--- config.mk ---
export PLATFORM = sky130hd
export DESIGN_NAME = ethernet_header_parser
export DESIGN_NICKNAME = d
export VERILOG_FILES = /design/src/rtl/ehp_pkg.sv /design/src/rtl/ehp_core.sv /design/src/rtl/ehp_emit.sv /design/src/rtl/ethernet_header_parser.sv
export SDC_FILE = /design/constraint.sdc
export NUM_CORES = 1
export LEC_CHECK = 0
export BUFFER_PORTS_ARGS = -buffer_cell sky130_fd_sc_hd__buf_2
export CORE_UTILIZATION = 65
export CTS_BUF_LIST = sky130_fd_sc_hd__clkbuf_4 sky130_fd_sc_hd__clkbuf_8
export CTS_CLUSTER_DIAMETER = 80
export DETAILED_ROUTE_END_ITERATION = 8
export PLACE_DENSITY = 0.83
export SYNTH_ARGS = -nofsm -noshare
export SYNTH_HDL_FRONTEND = slang
export SYNTH_SLANG_ARGS = --single-unit
--- constraint.sdc ---
create_clock -name clk_i -period 26.1 [get_ports clk_i]
set_input_delay 0 -clock clk_i [delete_from_list [all_inputs] [get_ports clk_i]]
set_output_delay 0 -clock clk_i [all_outputs]
set_load 0.005 [all_outputs]
--- src/rtl/ehp_pkg.sv ---
// ehp_pkg: shared types, constants and header tables of the ethernet header parser
package ehp_pkg;

  localparam int unsigned CountWidth   = 32;
  localparam int unsigned ArpAddrBytes = 8;
  localparam int unsigned MaxRecs      = 6;
  localparam int unsigned RecIdxW      = 3;

  localparam logic [15:0] ThresholdReset = 16'h05FE;
  localparam logic [15:0] RawPrefix      = 16'hFFFF;
  localparam logic [15:0] SnapPrefix     = 16'hAAAA;
  localparam logic [15:0] IpLlcPrefix    = 16'h0606;
  localparam logic [15:0] BpduPrefix     = 16'h4242;
  localparam logic [15:0] TypeIpv4       = 16'h0800;
  localparam logic [15:0] TypeArp        = 16'h0806;
  localparam logic [15:0] IpHdrBytes     = 16'd20;
  localparam logic [15:0] FlagsMask      = 16'hE000;
  localparam logic [15:0] FragMask       = 16'h1FFF;
  localparam logic [63:0] ArpMask        = {64{1'b1}} >> (64 - 8 * ArpAddrBytes);

  localparam logic [5:0] IdDst       = 6'd0;
  localparam logic [5:0] IdType      = 6'd2;
  localparam logic [5:0] IdLlcPair   = 6'd3;
  localparam logic [5:0] IdLlcCtrl   = 6'd4;
  localparam logic [5:0] IdSnapType  = 6'd6;
  localparam logic [5:0] IdIpVer     = 6'd7;
  localparam logic [5:0] IdIpHlen    = 6'd8;
  localparam logic [5:0] IdIpLen     = 6'd10;
  localparam logic [5:0] IdIpFlags   = 6'd12;
  localparam logic [5:0] IdIpFrag    = 6'd13;
  localparam logic [5:0] IdIpDst     = 6'd18;
  localparam logic [5:0] IdArpHlen   = 6'd21;
  localparam logic [5:0] IdArpPlen   = 6'd22;
  localparam logic [5:0] IdArpOp     = 6'd23;
  localparam logic [5:0] IdArpSha    = 6'd24;
  localparam logic [5:0] IdFwdDelay  = 6'd39;
  localparam logic [5:0] IdFrameCnt  = 6'd40;
  localparam logic [5:0] IdIpv4Cnt   = 6'd41;
  localparam logic [5:0] IdLlcCnt    = 6'd42;
  localparam logic [5:0] IdArpCnt    = 6'd43;
  localparam logic [5:0] IdRawCnt    = 6'd44;
  localparam logic [5:0] IdSnapCnt   = 6'd45;

  typedef enum logic [5:0] {
    P_DST, P_SRC, P_TYPE, P_LLC2, P_LLC3, P_OUI, P_ORGT,
    P_IP0, P_TOS, P_LEN, P_ID, P_FRAG, P_TTL, P_PROTO, P_CSUM, P_SIP, P_DIP,
    P_SKIP,
    P_HWT, P_PRT, P_HLEN, P_PLEN, P_OP, P_SHA, P_SPA, P_THA, P_TPA,
    P_BPID, P_BVER, P_BTYPE, P_BFLAGS, P_ROOT, P_COST, P_BRID, P_PORT,
    P_MAGE, P_MAXA, P_HELLO, P_FWD
  } phase_e;

  typedef struct packed {
    logic [5:0]  id;
    logic [63:0] value;
    logic        last;
  } rec_t;

  typedef struct packed {
    rec_t [MaxRecs-1:0] recs;
    logic [RecIdxW-1:0] cnt;
  } batch_t;

  function automatic logic [3:0] phase_len(phase_e ph);
    logic [3:0] len;
    case (ph)
      P_DST, P_SRC:                     len = 4'd6;
      P_ROOT, P_BRID:                   len = 4'd8;
      P_SIP, P_DIP, P_COST:             len = 4'd4;
      P_OUI:                            len = 4'd3;
      P_LLC3, P_IP0, P_TOS, P_TTL, P_PROTO, P_HLEN, P_PLEN,
      P_BVER, P_BTYPE, P_BFLAGS:        len = 4'd1;
      default:                          len = 4'd2;
    endcase
    return len;
  endfunction

  function automatic logic [5:0] phase_id(phase_e ph);
    logic [5:0] id;
    case (ph)
      P_DST:    id = 6'd0;
      P_SRC:    id = 6'd1;
      P_TYPE:   id = 6'd2;
      P_LLC2:   id = 6'd3;
      P_LLC3:   id = 6'd4;
      P_OUI:    id = 6'd5;
      P_ORGT:   id = 6'd6;
      P_IP0:    id = 6'd7;
      P_TOS:    id = 6'd9;
      P_LEN:    id = 6'd10;
      P_ID:     id = 6'd11;
      P_FRAG:   id = 6'd12;
      P_TTL:    id = 6'd14;
      P_PROTO:  id = 6'd15;
      P_CSUM:   id = 6'd16;
      P_SIP:    id = 6'd17;
      P_DIP:    id = 6'd18;
      P_HWT:    id = 6'd19;
      P_PRT:    id = 6'd20;
      P_HLEN:   id = 6'd21;
      P_PLEN:   id = 6'd22;
      P_OP:     id = 6'd23;
      P_SHA:    id = 6'd24;
      P_SPA:    id = 6'd25;
      P_THA:    id = 6'd26;
      P_TPA:    id = 6'd27;
      P_BPID:   id = 6'd28;
      P_BVER:   id = 6'd29;
      P_BTYPE:  id = 6'd30;
      P_BFLAGS: id = 6'd31;
      P_ROOT:   id = 6'd32;
      P_COST:   id = 6'd33;
      P_BRID:   id = 6'd34;
      P_PORT:   id = 6'd35;
      P_MAGE:   id = 6'd36;
      P_MAXA:   id = 6'd37;
      P_HELLO:  id = 6'd38;
      P_FWD:    id = 6'd39;
      default:  id = 6'd0;
    endcase
    return id;
  endfunction

  function automatic rec_t mk_rec(logic [5:0] id, logic [63:0] value);
    rec_t r;
    r.id    = id;
    r.value = value;
    r.last  = 1'b0;
    return r;
  endfunction

endpackage

--- src/rtl/ehp_core.sv ---
// ehp_core: parse state, class counters and the per-byte step into a record batch
module ehp_core import ehp_pkg::*; (
  input  logic        clk_i,
  input  logic        rst_ni,
  input  logic        cfg_wr_en_i,
  input  logic [15:0] cfg_wr_data_i,
  input  logic        req_i,
  input  logic        opcode_i,
  input  logic [7:0]  byte_i,
  output batch_t      batch_o
);

  logic [15:0]           thr_q;
  phase_e                phase_q, phase_d;
  logic [3:0]            bidx_q, bidx_d;
  logic [63:0]           acc_q, acc_d;
  logic                  macnz_q, macnz_d;
  logic [15:0]           skip_q, skip_d;
  logic [15:0]           prefix_q, prefix_d;
  logic [7:0]            hlen_q, hlen_d, plen_q, plen_d;
  logic [CountWidth-1:0] frame_q, frame_d, ipv4_q, ipv4_d, llc_q, llc_d;
  logic [CountWidth-1:0] arp_q, arp_d, raw_q, raw_d, snap_q, snap_d;

  always_ff @(posedge clk_i or negedge rst_ni) begin
    if (!rst_ni) begin
      thr_q <= ThresholdReset;
    end else if (cfg_wr_en_i) begin
      thr_q <= cfg_wr_data_i;
    end
  end

  always_ff @(posedge clk_i or negedge rst_ni) begin
    if (!rst_ni) begin
      phase_q  <= P_DST;
      bidx_q   <= '0;
      acc_q    <= '0;
      macnz_q  <= 1'b0;
      skip_q   <= '0;
      prefix_q <= '0;
      hlen_q   <= '0;
      plen_q   <= '0;
      frame_q  <= '0;
      ipv4_q   <= '0;
      llc_q    <= '0;
      arp_q    <= '0;
      raw_q    <= '0;
      snap_q   <= '0;
    end else if (req_i) begin
      phase_q  <= phase_d;
      bidx_q   <= bidx_d;
      acc_q    <= acc_d;
      macnz_q  <= macnz_d;
      skip_q   <= skip_d;
      prefix_q <= prefix_d;
      hlen_q   <= hlen_d;
      plen_q   <= plen_d;
      frame_q  <= frame_d;
      ipv4_q   <= ipv4_d;
      llc_q    <= llc_d;
      arp_q    <= arp_d;
      raw_q    <= raw_d;
      snap_q   <= snap_d;
    end
  end

  always_comb begin
    logic [RecIdxW-1:0] n;
    logic [63:0]        v;
    logic [63:0]        sh;
    logic [15:0]        skp;
    logic               do_arp;
    logic               adv;
    logic               done;
    logic [2:0]         start;
    logic [7:0]         alen;
    phase_e             ph;

    phase_d  = phase_q;
    bidx_d   = bidx_q;
    acc_d    = acc_q;
    macnz_d  = macnz_q;
    skip_d   = skip_q;
    prefix_d = prefix_q;
    hlen_d   = hlen_q;
    plen_d   = plen_q;
    frame_d  = frame_q;
    ipv4_d   = ipv4_q;
    llc_d    = llc_q;
    arp_d    = arp_q;
    raw_d    = raw_q;
    snap_d   = snap_q;
    batch_o  = '0;
    n        = '0;
    v        = '0;
    sh       = {acc_q[55:0], byte_i};
    skp      = '0;
    do_arp   = 1'b0;
    adv      = 1'b1;
    done     = 1'b0;
    start    = '0;
    alen     = '0;
    ph       = phase_q;

    if (opcode_i) begin
      batch_o.recs[0] = mk_rec(IdFrameCnt, 64'(frame_q));
      batch_o.recs[1] = mk_rec(IdIpv4Cnt, 64'(ipv4_q));
      batch_o.recs[2] = mk_rec(IdLlcCnt, 64'(llc_q));
      batch_o.recs[3] = mk_rec(IdArpCnt, 64'(arp_q));
      batch_o.recs[4] = mk_rec(IdRawCnt, 64'(raw_q));
      batch_o.recs[5] = mk_rec(IdSnapCnt, 64'(snap_q));
      batch_o.recs[5].last = 1'b1;
      n = RecIdxW'(MaxRecs);
    end else if (ph == P_SKIP) begin
      skp = (skip_q != '0) ? skip_q - 16'd1 : skip_q;
      skip_d = skp;
      if (skp == '0) begin
        done = 1'b1;
      end
    end else if (ph == P_SHA || ph == P_SPA || ph == P_THA || ph == P_TPA) begin
      acc_d = sh & ArpMask;
      skp = (skip_q != '0) ? skip_q - 16'd1 : skip_q;
      skip_d = skp;
      if (skp == '0) begin
        batch_o.recs[n] = mk_rec(phase_id(ph), sh & ArpMask);
        n = n + 1'b1;
        do_arp = 1'b1;
        start = 3'(ph - P_SHA) + 3'd1;
      end
    end else begin
      if (ph == P_DST && byte_i != 8'd0) begin
        macnz_d = 1'b1;
      end
      acc_d  = sh;
      bidx_d = bidx_q + 4'd1;
      if (bidx_d >= phase_len(ph)) begin
        v       = sh;
        acc_d   = '0;
        bidx_d  = '0;
        phase_d = phase_e'(ph + 6'd1);
        case (ph)
          P_DST: begin
            if (!macnz_d) begin
              done = 1'b1;
            end else begin
              macnz_d = 1'b0;
              if (frame_q != '1) frame_d = frame_q + 1'b1;
              batch_o.recs[n] = mk_rec(IdDst, v);
              n = n + 1'b1;
            end
          end
          P_TYPE: begin
            batch_o.recs[n] = mk_rec(IdType, v);
            n = n + 1'b1;
            if (v[15:0] > thr_q) begin
              if (v[15:0] == TypeIpv4) begin
                if (ipv4_q != '1) ipv4_d = ipv4_q + 1'b1;
                phase_d = P_IP0;
              end else if (v[15:0] == TypeArp) begin
                if (arp_q != '1) arp_d = arp_q + 1'b1;
                phase_d = P_HWT;
              end else begin
                batch_o.recs[0].last = 1'b1;
                done = 1'b1;
              end
            end
          end
          P_LLC2: begin
            prefix_d = v[15:0];
            batch_o.recs[n] = mk_rec(IdLlcPair, v);
            n = n + 1'b1;
            if (v[15:0] == RawPrefix) begin
              if (raw_q != '1) raw_d = raw_q + 1'b1;
              phase_d = P_IP0;
            end
          end
          P_LLC3: begin
            batch_o.recs[n] = mk_rec(IdLlcCtrl, v);
            n = n + 1'b1;
            if (prefix_q == SnapPrefix) begin
              if (snap_q != '1) snap_d = snap_q + 1'b1;
              phase_d = P_OUI;
            end else begin
              if (llc_q != '1) llc_d = llc_q + 1'b1;
              if (prefix_q == IpLlcPrefix) begin
                phase_d = P_IP0;
              end else if (prefix_q == BpduPrefix) begin
                phase_d = P_BPID;
              end else begin
                batch_o.recs[0].last = 1'b1;
                done = 1'b1;
              end
            end
          end
          P_ORGT: begin
            batch_o.recs[n] = mk_rec(IdSnapType, v);
            n = n + 1'b1;
            phase_d = P_IP0;
          end
          P_IP0: begin
            batch_o.recs[0] = mk_rec(IdIpVer, {60'd0, v[7:4]});
            batch_o.recs[1] = mk_rec(IdIpHlen, {60'd0, v[3:0]});
            n = 3'd2;
          end
          P_LEN: begin
            batch_o.recs[n] = mk_rec(IdIpLen, v);
            n = n + 1'b1;
            skip_d = (v[15:0] >= IpHdrBytes) ? v[15:0] - IpHdrBytes : '0;
          end
          P_FRAG: begin
            batch_o.recs[0] = mk_rec(IdIpFlags, {61'd0, v[15:13]});
            batch_o.recs[1] = mk_rec(IdIpFrag, {48'd0, v[15:0] & FragMask});
            n = 3'd2;
          end
          P_DIP: begin
            batch_o.recs[0] = mk_rec(IdIpDst, v);
            batch_o.recs[0].last = 1'b1;
            n = 3'd1;
            if (skip_q != '0) begin
              phase_d = P_SKIP;
            end else begin
              done = 1'b1;
            end
          end
          P_HLEN: begin
            hlen_d = v[7:0];
            batch_o.recs[n] = mk_rec(IdArpHlen, v);
            n = n + 1'b1;
          end
          P_PLEN: begin
            plen_d = v[7:0];
            batch_o.recs[n] = mk_rec(IdArpPlen, v);
            n = n + 1'b1;
          end
          P_OP: begin
            batch_o.recs[n] = mk_rec(IdArpOp, v);
            n = n + 1'b1;
            do_arp = 1'b1;
            start = 3'd0;
          end
          P_FWD: begin
            batch_o.recs[0] = mk_rec(IdFwdDelay, v);
            batch_o.recs[0].last = 1'b1;
            n = 3'd1;
            done = 1'b1;
          end
          default: begin
            batch_o.recs[n] = mk_rec(phase_id(ph), v);
            n = n + 1'b1;
          end
        endcase
      end
    end

    // walk the address phases, a zero length address comes out right away
    if (do_arp) begin
      for (int j = 0; j < 4; j++) begin
        if (adv && 3'(j) >= start) begin
          alen = (j == 0 || j == 2) ? hlen_q : plen_q;
          if (alen != 8'd0) begin
            phase_d = phase_e'(P_SHA + 6'(j));
            skip_d  = 16'(alen);
            acc_d   = '0;
            adv     = 1'b0;
          end else begin
            batch_o.recs[n] = mk_rec(IdArpSha + 6'(j), 64'd0);
            n = n + 1'b1;
          end
        end
      end
      if (adv) begin
        batch_o.recs[n - 1'b1].last = 1'b1;
        done = 1'b1;
      end
    end

    if (done) begin
      phase_d = P_DST;
      bidx_d  = '0;
      acc_d   = '0;
      macnz_d = 1'b0;
      skip_d  = '0;
    end
    batch_o.cnt = n;
  end

endmodule

--- src/rtl/ehp_emit.sv ---
// ehp_emit: result register that holds one batch of records and hands them out in order
module ehp_emit import ehp_pkg::*; (
  input  logic        clk_i,
  input  logic        rst_ni,
  input  logic        load_i,
  input  batch_t      batch_i,
  output logic        free_o,
  output logic        valid_o,
  input  logic        ready_i,
  output rec_t        rec_o
);

  rec_t [MaxRecs-1:0] recs_q;
  logic [RecIdxW-1:0] cnt_q;
  logic [RecIdxW-1:0] idx_q;
  logic               pop;

  assign valid_o = (idx_q < cnt_q);
  assign pop     = valid_o && ready_i;
  assign rec_o   = recs_q[idx_q];
  // free when empty or the final record leaves this cycle
  assign free_o  = !valid_o || (pop && (idx_q + 1'b1 == cnt_q));

  always_ff @(posedge clk_i) begin
    if (load_i) begin
      recs_q <= batch_i.recs;
    end
  end

  always_ff @(posedge clk_i or negedge rst_ni) begin
    if (!rst_ni) begin
      cnt_q <= '0;
      idx_q <= '0;
    end else if (load_i) begin
      cnt_q <= batch_i.cnt;
      idx_q <= '0;
    end else if (pop) begin
      idx_q <= idx_q + 1'b1;
    end
  end

  a_idx_bound: assert property (@(posedge clk_i) disable iff (!rst_ni) idx_q <= cnt_q)
    else $error("record index beyond batch");
  a_cnt_bound: assert property (@(posedge clk_i) disable iff (!rst_ni)
    cnt_q <= RecIdxW'(MaxRecs))
    else $error("batch count too large");
  a_no_overrun: assert property (@(posedge clk_i) disable iff (!rst_ni)
    load_i |-> free_o)
    else $error("batch loaded while records pending");
  a_pop_adv: assert property (@(posedge clk_i) disable iff (!rst_ni)
    (pop && !load_i) |=> idx_q == $past(idx_q) + 1'b1)
    else $error("record index did not advance");

endmodule

--- src/rtl/ethernet_header_parser.sv ---
// ethernet_header_parser: top level of the byte-wise ethernet header parser
//
// channel  | direction | fields
// s_axis   | in        | tdata: data_byte[7:0]; tuser: opcode
// m_axis   | out       | tdata: field_value[63:0]; tuser: field_id[5:0]; tlast: last
// cfg      | in        | cfg_wr_data_i: type_threshold[15:0]
//
// a request is parsed in the cycle it is taken; its records appear the next cycle
// one byte a cycle sustained while each byte gives at most one record and m_axis_tready stays high
// a byte with more than one record holds off the next request until its final record is taken
// reset clears parse state and counters, threshold back to 0x05FE
// while any record is held, s_axis waits until the cycle the final one is taken
module ethernet_header_parser import ehp_pkg::*; (
  input  logic        clk_i,
  input  logic        rst_ni,
  input  logic        cfg_wr_en_i,
  input  logic [15:0] cfg_wr_data_i,
  input  logic        s_axis_tvalid,
  output logic        s_axis_tready,
  input  logic [7:0]  s_axis_tdata,   // data_byte
  input  logic        s_axis_tuser,   // opcode
  output logic        m_axis_tvalid,
  input  logic        m_axis_tready,
  output logic [63:0] m_axis_tdata,   // field_value
  output logic [5:0]  m_axis_tuser,   // field_id
  output logic        m_axis_tlast
);

  logic   req;
  logic   free;
  batch_t batch;
  rec_t   rec;

  assign s_axis_tready = free;
  assign req           = s_axis_tvalid && free;

  ehp_core u_core (
    .clk_i         (clk_i),
    .rst_ni        (rst_ni),
    .cfg_wr_en_i   (cfg_wr_en_i),
    .cfg_wr_data_i (cfg_wr_data_i),
    .req_i         (req),
    .opcode_i      (s_axis_tuser),
    .byte_i        (s_axis_tdata),
    .batch_o       (batch)
  );

  ehp_emit u_emit (
    .clk_i   (clk_i),
    .rst_ni  (rst_ni),
    .load_i  (req),
    .batch_i (batch),
    .free_o  (free),
    .valid_o (m_axis_tvalid),
    .ready_i (m_axis_tready),
    .rec_o   (rec)
  );

  assign m_axis_tdata = rec.value;
  assign m_axis_tuser = rec.id;
  assign m_axis_tlast = rec.last;

endmodule
# ---- Word level (Yosys, flattened, before mapping)
# Memories as Yosys holds them, arrays and structs flattened.
# Index checks and enable logic that the tools add are counted.
# W data, S select, Z words.
dict set report op_classes {
  add_sub_neg 18
  bitwise_logic 17
  n_lt_le_gt_ge 19
  n_eq_ne 33
  n_mux 168
  n_reduce_logical 35
}
# cell n
set op_table {}
lappend op_table {{$mux W426} 14}
lappend op_table {{$demux W71 S3} 5}
lappend op_table {{$pmux W71 S13} 1}
lappend op_table {{$mux W64} 14}
lappend op_table {{$and A408 B408 Y408} 2}
lappend op_table {{$not A408 Y408} 2}
lappend op_table {{$mux W71} 8}
lappend op_table {{$bwmux W426} 1}
lappend op_table {{$mux W142} 3}
lappend op_table {{$and A414 B414 Y414} 1}
lappend op_table {{$not A414 Y414} 1}
lappend op_table {{$and A402 B402 Y402} 1}
lappend op_table {{$not A402 Y402} 1}
lappend op_table {{$mux W284} 1}
lappend op_table {{$mux W16} 17}
lappend op_table {{$bmux W71 S3} 1}
lappend op_table {{$add A32 B1 Y32 const B} 6}
lappend op_table {{$ne A32 B32 Y1 const B} 6}
lappend op_table {{$pmux W69 S2} 1}
lappend op_table {{$mux W6} 22}
lappend op_table {{$mux W3} 23}
lappend op_table {{$mux W65} 1}
lappend op_table {{$eq A6 B5 Y1 const B} 9}
lappend op_table {{$mux W1} 45}
lappend op_table {{48 further kinds} 104}
dict set report totals {
  rom_bits 1024
  out_inout_bits 73
  wordCells 328
  ff_bits 763
  n_memories 3
}
# name words word_bits read_ports rd_clocked_by_memory_dff wr line_no
set memory_table {}
lappend memory_table {{(no name shown)} 64 6 1 0 0 ehp_pkg.sv:80} ;# case (ph)
lappend memory_table {{(no name shown)} 64 6 1 0 0 ehp_pkg.sv:80}
lappend memory_table {{(no name shown)} 64 4 1 0 0 ehp_pkg.sv:66} ;# case (ph)

# ---- Longest topological paths before layout
dict set report logic_depth {
  word_depth 37
  depth_mapped 32
}

# ---- Cells and area by module
# Synthesis repeated with hierarchy kept, for this count alone.
dict set report hier_totals {
  cells_unflattened 3207
  area_unflattened_um2 38045.2
}
# module n_inst cells_per_inst seq_area_each_um2 area_each_um2
set by_module_without_submodules {}
lappend by_module_without_submodules {ehp_core 1 2417 8094.0 21323.0}
lappend by_module_without_submodules {ehp_emit 1 789 12942.4 16716.0}
lappend by_module_without_submodules {ethernet_header_parser 1 1 0.0 6.3}

# ---- Worst setup path after synthesis
# OpenSTA, ideal clock, no wires.
dict set report synth_timing {
  path_kind {register -> register}
  start {register u_emit.idx_q[0]}
  end {register u_core.phase_q[2]}
  path_buffers 4
  synth_period_minus_slack_ns 11.019
  path_stages_with_launch 12
  slack_ns 15.081
  arrival_time_ns 10.517
  t_required_ns 25.598
  setup_ns 0.502
  cell_sequence {dfrtp_1 clkbuf_1 clkbuf_1 buf_1 inv_1 ha_1 nor4b_1 or3_1 nand2_1 inv_1 buf_1 o32ai_1}
}
dict set report synth_via {
  elab_chain_cells 5
  word_cells_on_any_way 8
  classes_between {1 x add/sub; 1 x order compare; 1 x eq/ne; 5 x reduce/logical}
}
# element line_no
set synth_lines {}
lappend synth_lines {{from (decl)} ehp_emit.sv:15} ;# logic [RecIdxW-1:0] idx_q;
lappend synth_lines {{from (signal assigned)} ehp_emit.sv:38} ;# idx_q <= idx_q + 1'b1;
lappend synth_lines {{$add A3 B1 Y3 / $lt A3 B3 Y1 (equally long branches)} {ehp_emit.sv:22, ehp_emit.sv:18}}
lappend synth_lines {{$eq A3 B3 Y1 / $logic_and A1 B1 Y1 (equally long branches)} {ehp_emit.sv:22, ehp_emit.sv:19}}
lappend synth_lines {{$logic_and A1 B1 Y1} ehp_emit.sv:22} ;# assign free_o = !valid_o || (pop && (idx_q + 1'b1 == cnt_q));
lappend synth_lines {{$logic_or A1 B1 Y1 *} ehp_emit.sv:22}
lappend synth_lines {{named net s_axis_tready} ethernet_header_parser.sv:19} ;# output logic s_axis_tready,
lappend synth_lines {{$logic_and A1 B1 Y1 *} ethernet_header_parser.sv:35} ;# assign req = s_axis_tvalid && free;
lappend synth_lines {{named net req} ethernet_header_parser.sv:29} ;# logic req;
lappend synth_lines {{to (signal assigned)} ehp_core.sv:49} ;# phase_q <= phase_d;
lappend synth_lines {{to (decl)} ehp_core.sv:14} ;# phase_e phase_q, phase_d;
# Mark *: on every way through the listed nets, which the timed path passes. The rest lies on a longest branch.
# A chain may end at the register's enable or synchronous reset.

# ---- Final worst setup path
dict set report layout_timing {
  start {register u_core.phase_q[0]}
  end {register u_emit.recs_q[284] (netlist name), data pin}
}
dict set report layout_via {
  elab_chain_cells 36
  word_cells_on_any_way 123
  classes_between {7 x add/sub; 15 x order compare; 8 x eq/ne; 70 x mux; 8 x bitwise; 14 x reduce/logical; 1 x memory}
}
# element line_no
set layout_lines {}
lappend layout_lines {{branches (longest 35 deep; another with $mem_v2 Z64 W4)} n/a}
lappend layout_lines {{$mux W426 *} ehp_core.sv:255} ;# if (do_arp) begin
lappend layout_lines {{to (signal assigned)} ehp_emit.sv:26} ;# recs_q <= batch_i.recs;
lappend layout_lines {{to (decl)} ehp_emit.sv:13} ;# rec_t [MaxRecs-1:0] recs_q;
# Every way passes the cells marked *. The select of a mux whose other input is x is not followed.

==> out/metrics.csv <==
stage;metric;value;unit
logic_synthesis;yosysTopAreaCell;dfrtp_1;
place;gp_congestion;0.942;
sta;fmax;123;MHz
route;ant_nets;0;
clocking;postCtsSetupBuffers;0;
route;routed-via-count;23500;
power;combPwrFrac;0.408;
sta;slew_headroom;0.117;
clocking;clk_latency;0.72;ns
floorplan;ios;103;
layout;syn_to_final_growth;12.3;%
clocking;tritoncts;built;
power;power_density;113;mW/mm²
sta;setup_viol_count_final;0;
route;finalWirelength;87900;µm
logic_synthesis;synth_seq_area_share;0.535;
logic_synthesis;synthTopCellsByArea;dfrtp_1, edfxtp_1, xnor2_1;
power;p_int;2.28;mW
power;power_switching;1.53;mW
clocking;cts-root-buf;clkbuf_8;
layout;post-route-util;0.743;
clocking;hold_buffers;62;
logic_synthesis;synth_fp_nets;2839;
floorplan;die_h;217;µm
logic_synthesis;syn_area;0.0301;mm²
logic_synthesis;async_flop_share;0.557;
grt;grt_pass1_wl;135000;µm
power;p_leak;14.5;nW
sta;finalCritPeriodShare;0.313;
sta;rsz0062_at_grt;no;
layout;num-nets-final;2975;
logic_synthesis;ys_types;97;
layout;layout_commonest_cell;dfrtp_1;
setup_path;arrival;8.70;ns
layout;seq_area;0.0161;mm²
setup_path;slowest_delay;0.86;ns
sta;finalSetupTns;0;ns
logic_synthesis;postSynthCellCount;2755;
power;clock_power_share;0.229;
setup_path;crit_path_start_kind;flop;
logic_synthesis;synth_ff_type;dfrtp_1;
logic_synthesis;synth_edf_count;262;
grt;use_met2;0.566;
clocking;cts.clk_slew.worst_paths;0.06;ns
layout;multiInputGateArea;0.0131;mm²
sta;hold_violations;0;
grt;met3_usage;0.0798;
route;firstDrtPassIters;6;
logic_synthesis;ys_warn_count;0;
place;hpwlAfterDp;57100;µm
layout;drive_gt1_frac;0.145;
logic_synthesis;yosys_register_bits;591;
sta;post-route-min-period;8.16;ns
grt;antenna_found_initial;4;
flow_run;drv_cap;0;
sta;worstMarginPinSlew;1.32;ns
place;dpl_cell_area;0.0311;mm²
logic_synthesis;syn_area_per_cell;10.9;µm²
clocking;cts_buffers;95;
grt;grt_overflow_total;0;
setup_path;path_max_fanout;23;
setup_path;cp.required;26.64;ns
clocking;clock_sinks;591;
clocking;cts_buffer_depth;3;
sta;slew_violations;0;
grt;use_met1;0.556;
floorplan;dieArea;0.0472;mm²
floorplan;die_w;217;µm
floorplan;fp-row-count;78;
status;status;finished, final reports clean;
grt;top_usage_layer;met2;
setup_path;end_kind;flop;
route;wl_per_cell;24.6;µm
route;drt_iter0_drc;3022;
floorplan;coreArea;0.0456;mm²
layout;nFillCells;2945;
layout;final_cell_area;0.0338;mm²
grt;grt_max_degree;185;
route;vias_per_cell;6.58;
grt;grt_pass1_vias;22900;
setup_path;r2r_setup_slack;17.94;ns
power;switching_share;0.402;
setup_path;cpMaxStageDelayCell;a21oi_1;
clocking;post_cts_resized;0;
logic_synthesis;synth_top_cell_area_share;0.266;
route;drt_drc_violations_left;0;
grt;grt.total_usage;0.380;
place;portBuffers;102;
power;ir_drop;283;µV
min_path;holdCritPathClass;in2reg;
power;p_seq_frac;0.362;
setup_path;crit_top_cell;ha_1;
layout;layout_common_cells;dfrtp_1, edfxtp_1, nand2_1;
floorplan;start_util;0.661;
setup_path;critPathKind;reg2reg;
clocking;h-tree-depth;3;
sta;fin_worst_skew;0.0354;ns
-- cells in the mapped netlist, types with 44 or more instances --
| master | count |
|---|---|
| dfrtp_1 | 320 |
| edfxtp_1 | 262 |
| nand2_1 | 245 |
| nor2_1 | 215 |
| and2_1 | 186 |
| xnor2_1 | 142 |
| clkbuf_1 | 122 |
| inv_1 | 102 |
| nand3_1 | 94 |
| a21oi_1 | 88 |
| o21ai_0 | 85 |
| a22o_1 | 78 |
| xor2_1 | 65 |
| nand4_1 | 57 |
| o22ai_1 | 55 |
| ha_1 | 54 |
| and3_1 | 49 |
| mux2i_1 | 45 |
| nor3_1 | 44 |
-- worst paths after layout --
path	cells after the start	start	endpoint
max	30	u_core.phase_q[0]$_DFFE_PN0P_	u_emit.recs_q[284]$_SDFFCE_PN0P_
min	5	m_axis_tready	u_emit.idx_q[2]$_DFFE_PN0P_
max reg2reg	30	u_core.phase_q[0]$_DFFE_PN0P_	u_emit.recs_q[284]$_SDFFCE_PN0P_
min reg2reg	1	u_core.snap_q[31]$_DFFE_PN0P_	u_core.snap_q[31]$_DFFE_PN0P_
max in group asynchronous	4	rst_ni	u_core.bidx_q[0]$_DFFE_PN0P_
min in group asynchronous	4	rst_ni	u_emit.idx_q[2]$_DFFE_PN0P_
-- layer usage --
layer  wire, µm  share of wire  vias to the layer above
met5         13        0.00015                        -
met4       2740          0.031                        2
met3       9080           0.10                      212
met2      39200           0.45                     1371
met1      36900           0.42                    11700
li1           -              -                    10300
-- final cells by class --
class	instances	share of cell area
repair buffers	192	0.0414
multi-input cells	1909	0.386
inverters	102	0.0115
clock buffers	164	0.0584
flip-flops and latches	591	0.476
diodes	1	0.0000739
clock inverters	14	0.00425
well taps	600	0.0222
-- sequential cells by signal, summed over array words and instances, names as in the netlist --
signal,cells
u_emit.recs_q,262
u_core.acc_q,56
u_core.arp_q,32
u_core.frame_q,32
u_core.ipv4_q,32
u_core.llc_q,32
u_core.raw_q,32
u_core.snap_q,32
u_core.prefix_q,16
u_core.skip_q,16
u_core.thr_q,16
u_core.hlen_q,8
u_core.plen_q,8
u_core.phase_q,6
u_core.bidx_q,4
u_emit.cnt_q,3
u_emit.idx_q,3
u_core.macnz_q,1
-- metrics by stage --
| step | hold WS (ns) | cells | worst slack [ns] | total power, mW |
|---|---|---|---|---|
| after detailed placement | 0.0521 | 3332 | 18.24 | 2.89 |
| after global routing | 0.293 | 3573 | 17.37 | 4.00 |
| final | 0.269 | 3573 | 17.94 | 3.82 |
| after global placement | 0.0412 | 3332 | 18.45 | 2.86 |
| after CTS | 0.223 | 3572 | 18.11 | 3.78 |
| after floorplan | -0.296 | 2755 | 15.08 | 2.44 |
-- critical path: cells and delay by family (launching register included) --
| family | cells | cell delay, ns |
|---|---|---|
| adders and majority gates | 7 | 2.41 |
| AOI/OAI and AO/OA | 8 | 1.87 |
| and+or+nand+nor | 8 | 1.35 |
| DFF | 1 | 0.85 |
| buffers and inverters | 3 | 0.57 |
| xor gates and xnor gates | 2 | 0.54 |
| muxes | 2 | 0.38 |
-- kinds of logic (layout without fill, tap and decap cells) --
group	Yosys count	in the layout	synth area share
buffers and inverters	255	472	0.0333
adder cells (fa/ha/maj)	54	54	0.0224
multiplexers	118	118	0.0568
flip-flops	591	591	0.535
XOR/XNOR	211	211	0.0626
other	0	1	0
AND/OR/NAND/NOR	1035	1035	0.178
AO/OA/AOI/OAI	491	491	0.112
-- power groups by stage --
| stage | registers, mW | clock network, mW | logic, mW |
|---|---|---|---|
| final | 1.38 | 0.876 | 1.56 |
| after global routing | 1.40 | 0.920 | 1.68 |
| after CTS | 1.38 | 0.880 | 1.53 |
| after detailed placement | 1.39 | 0 | 1.50 |
| after global placement | 1.38 | 0 | 1.48 |
| after floorplan | 1.35 | 0 | 1.08 |
Note: power is estimated with default switching activity, not from simulation.
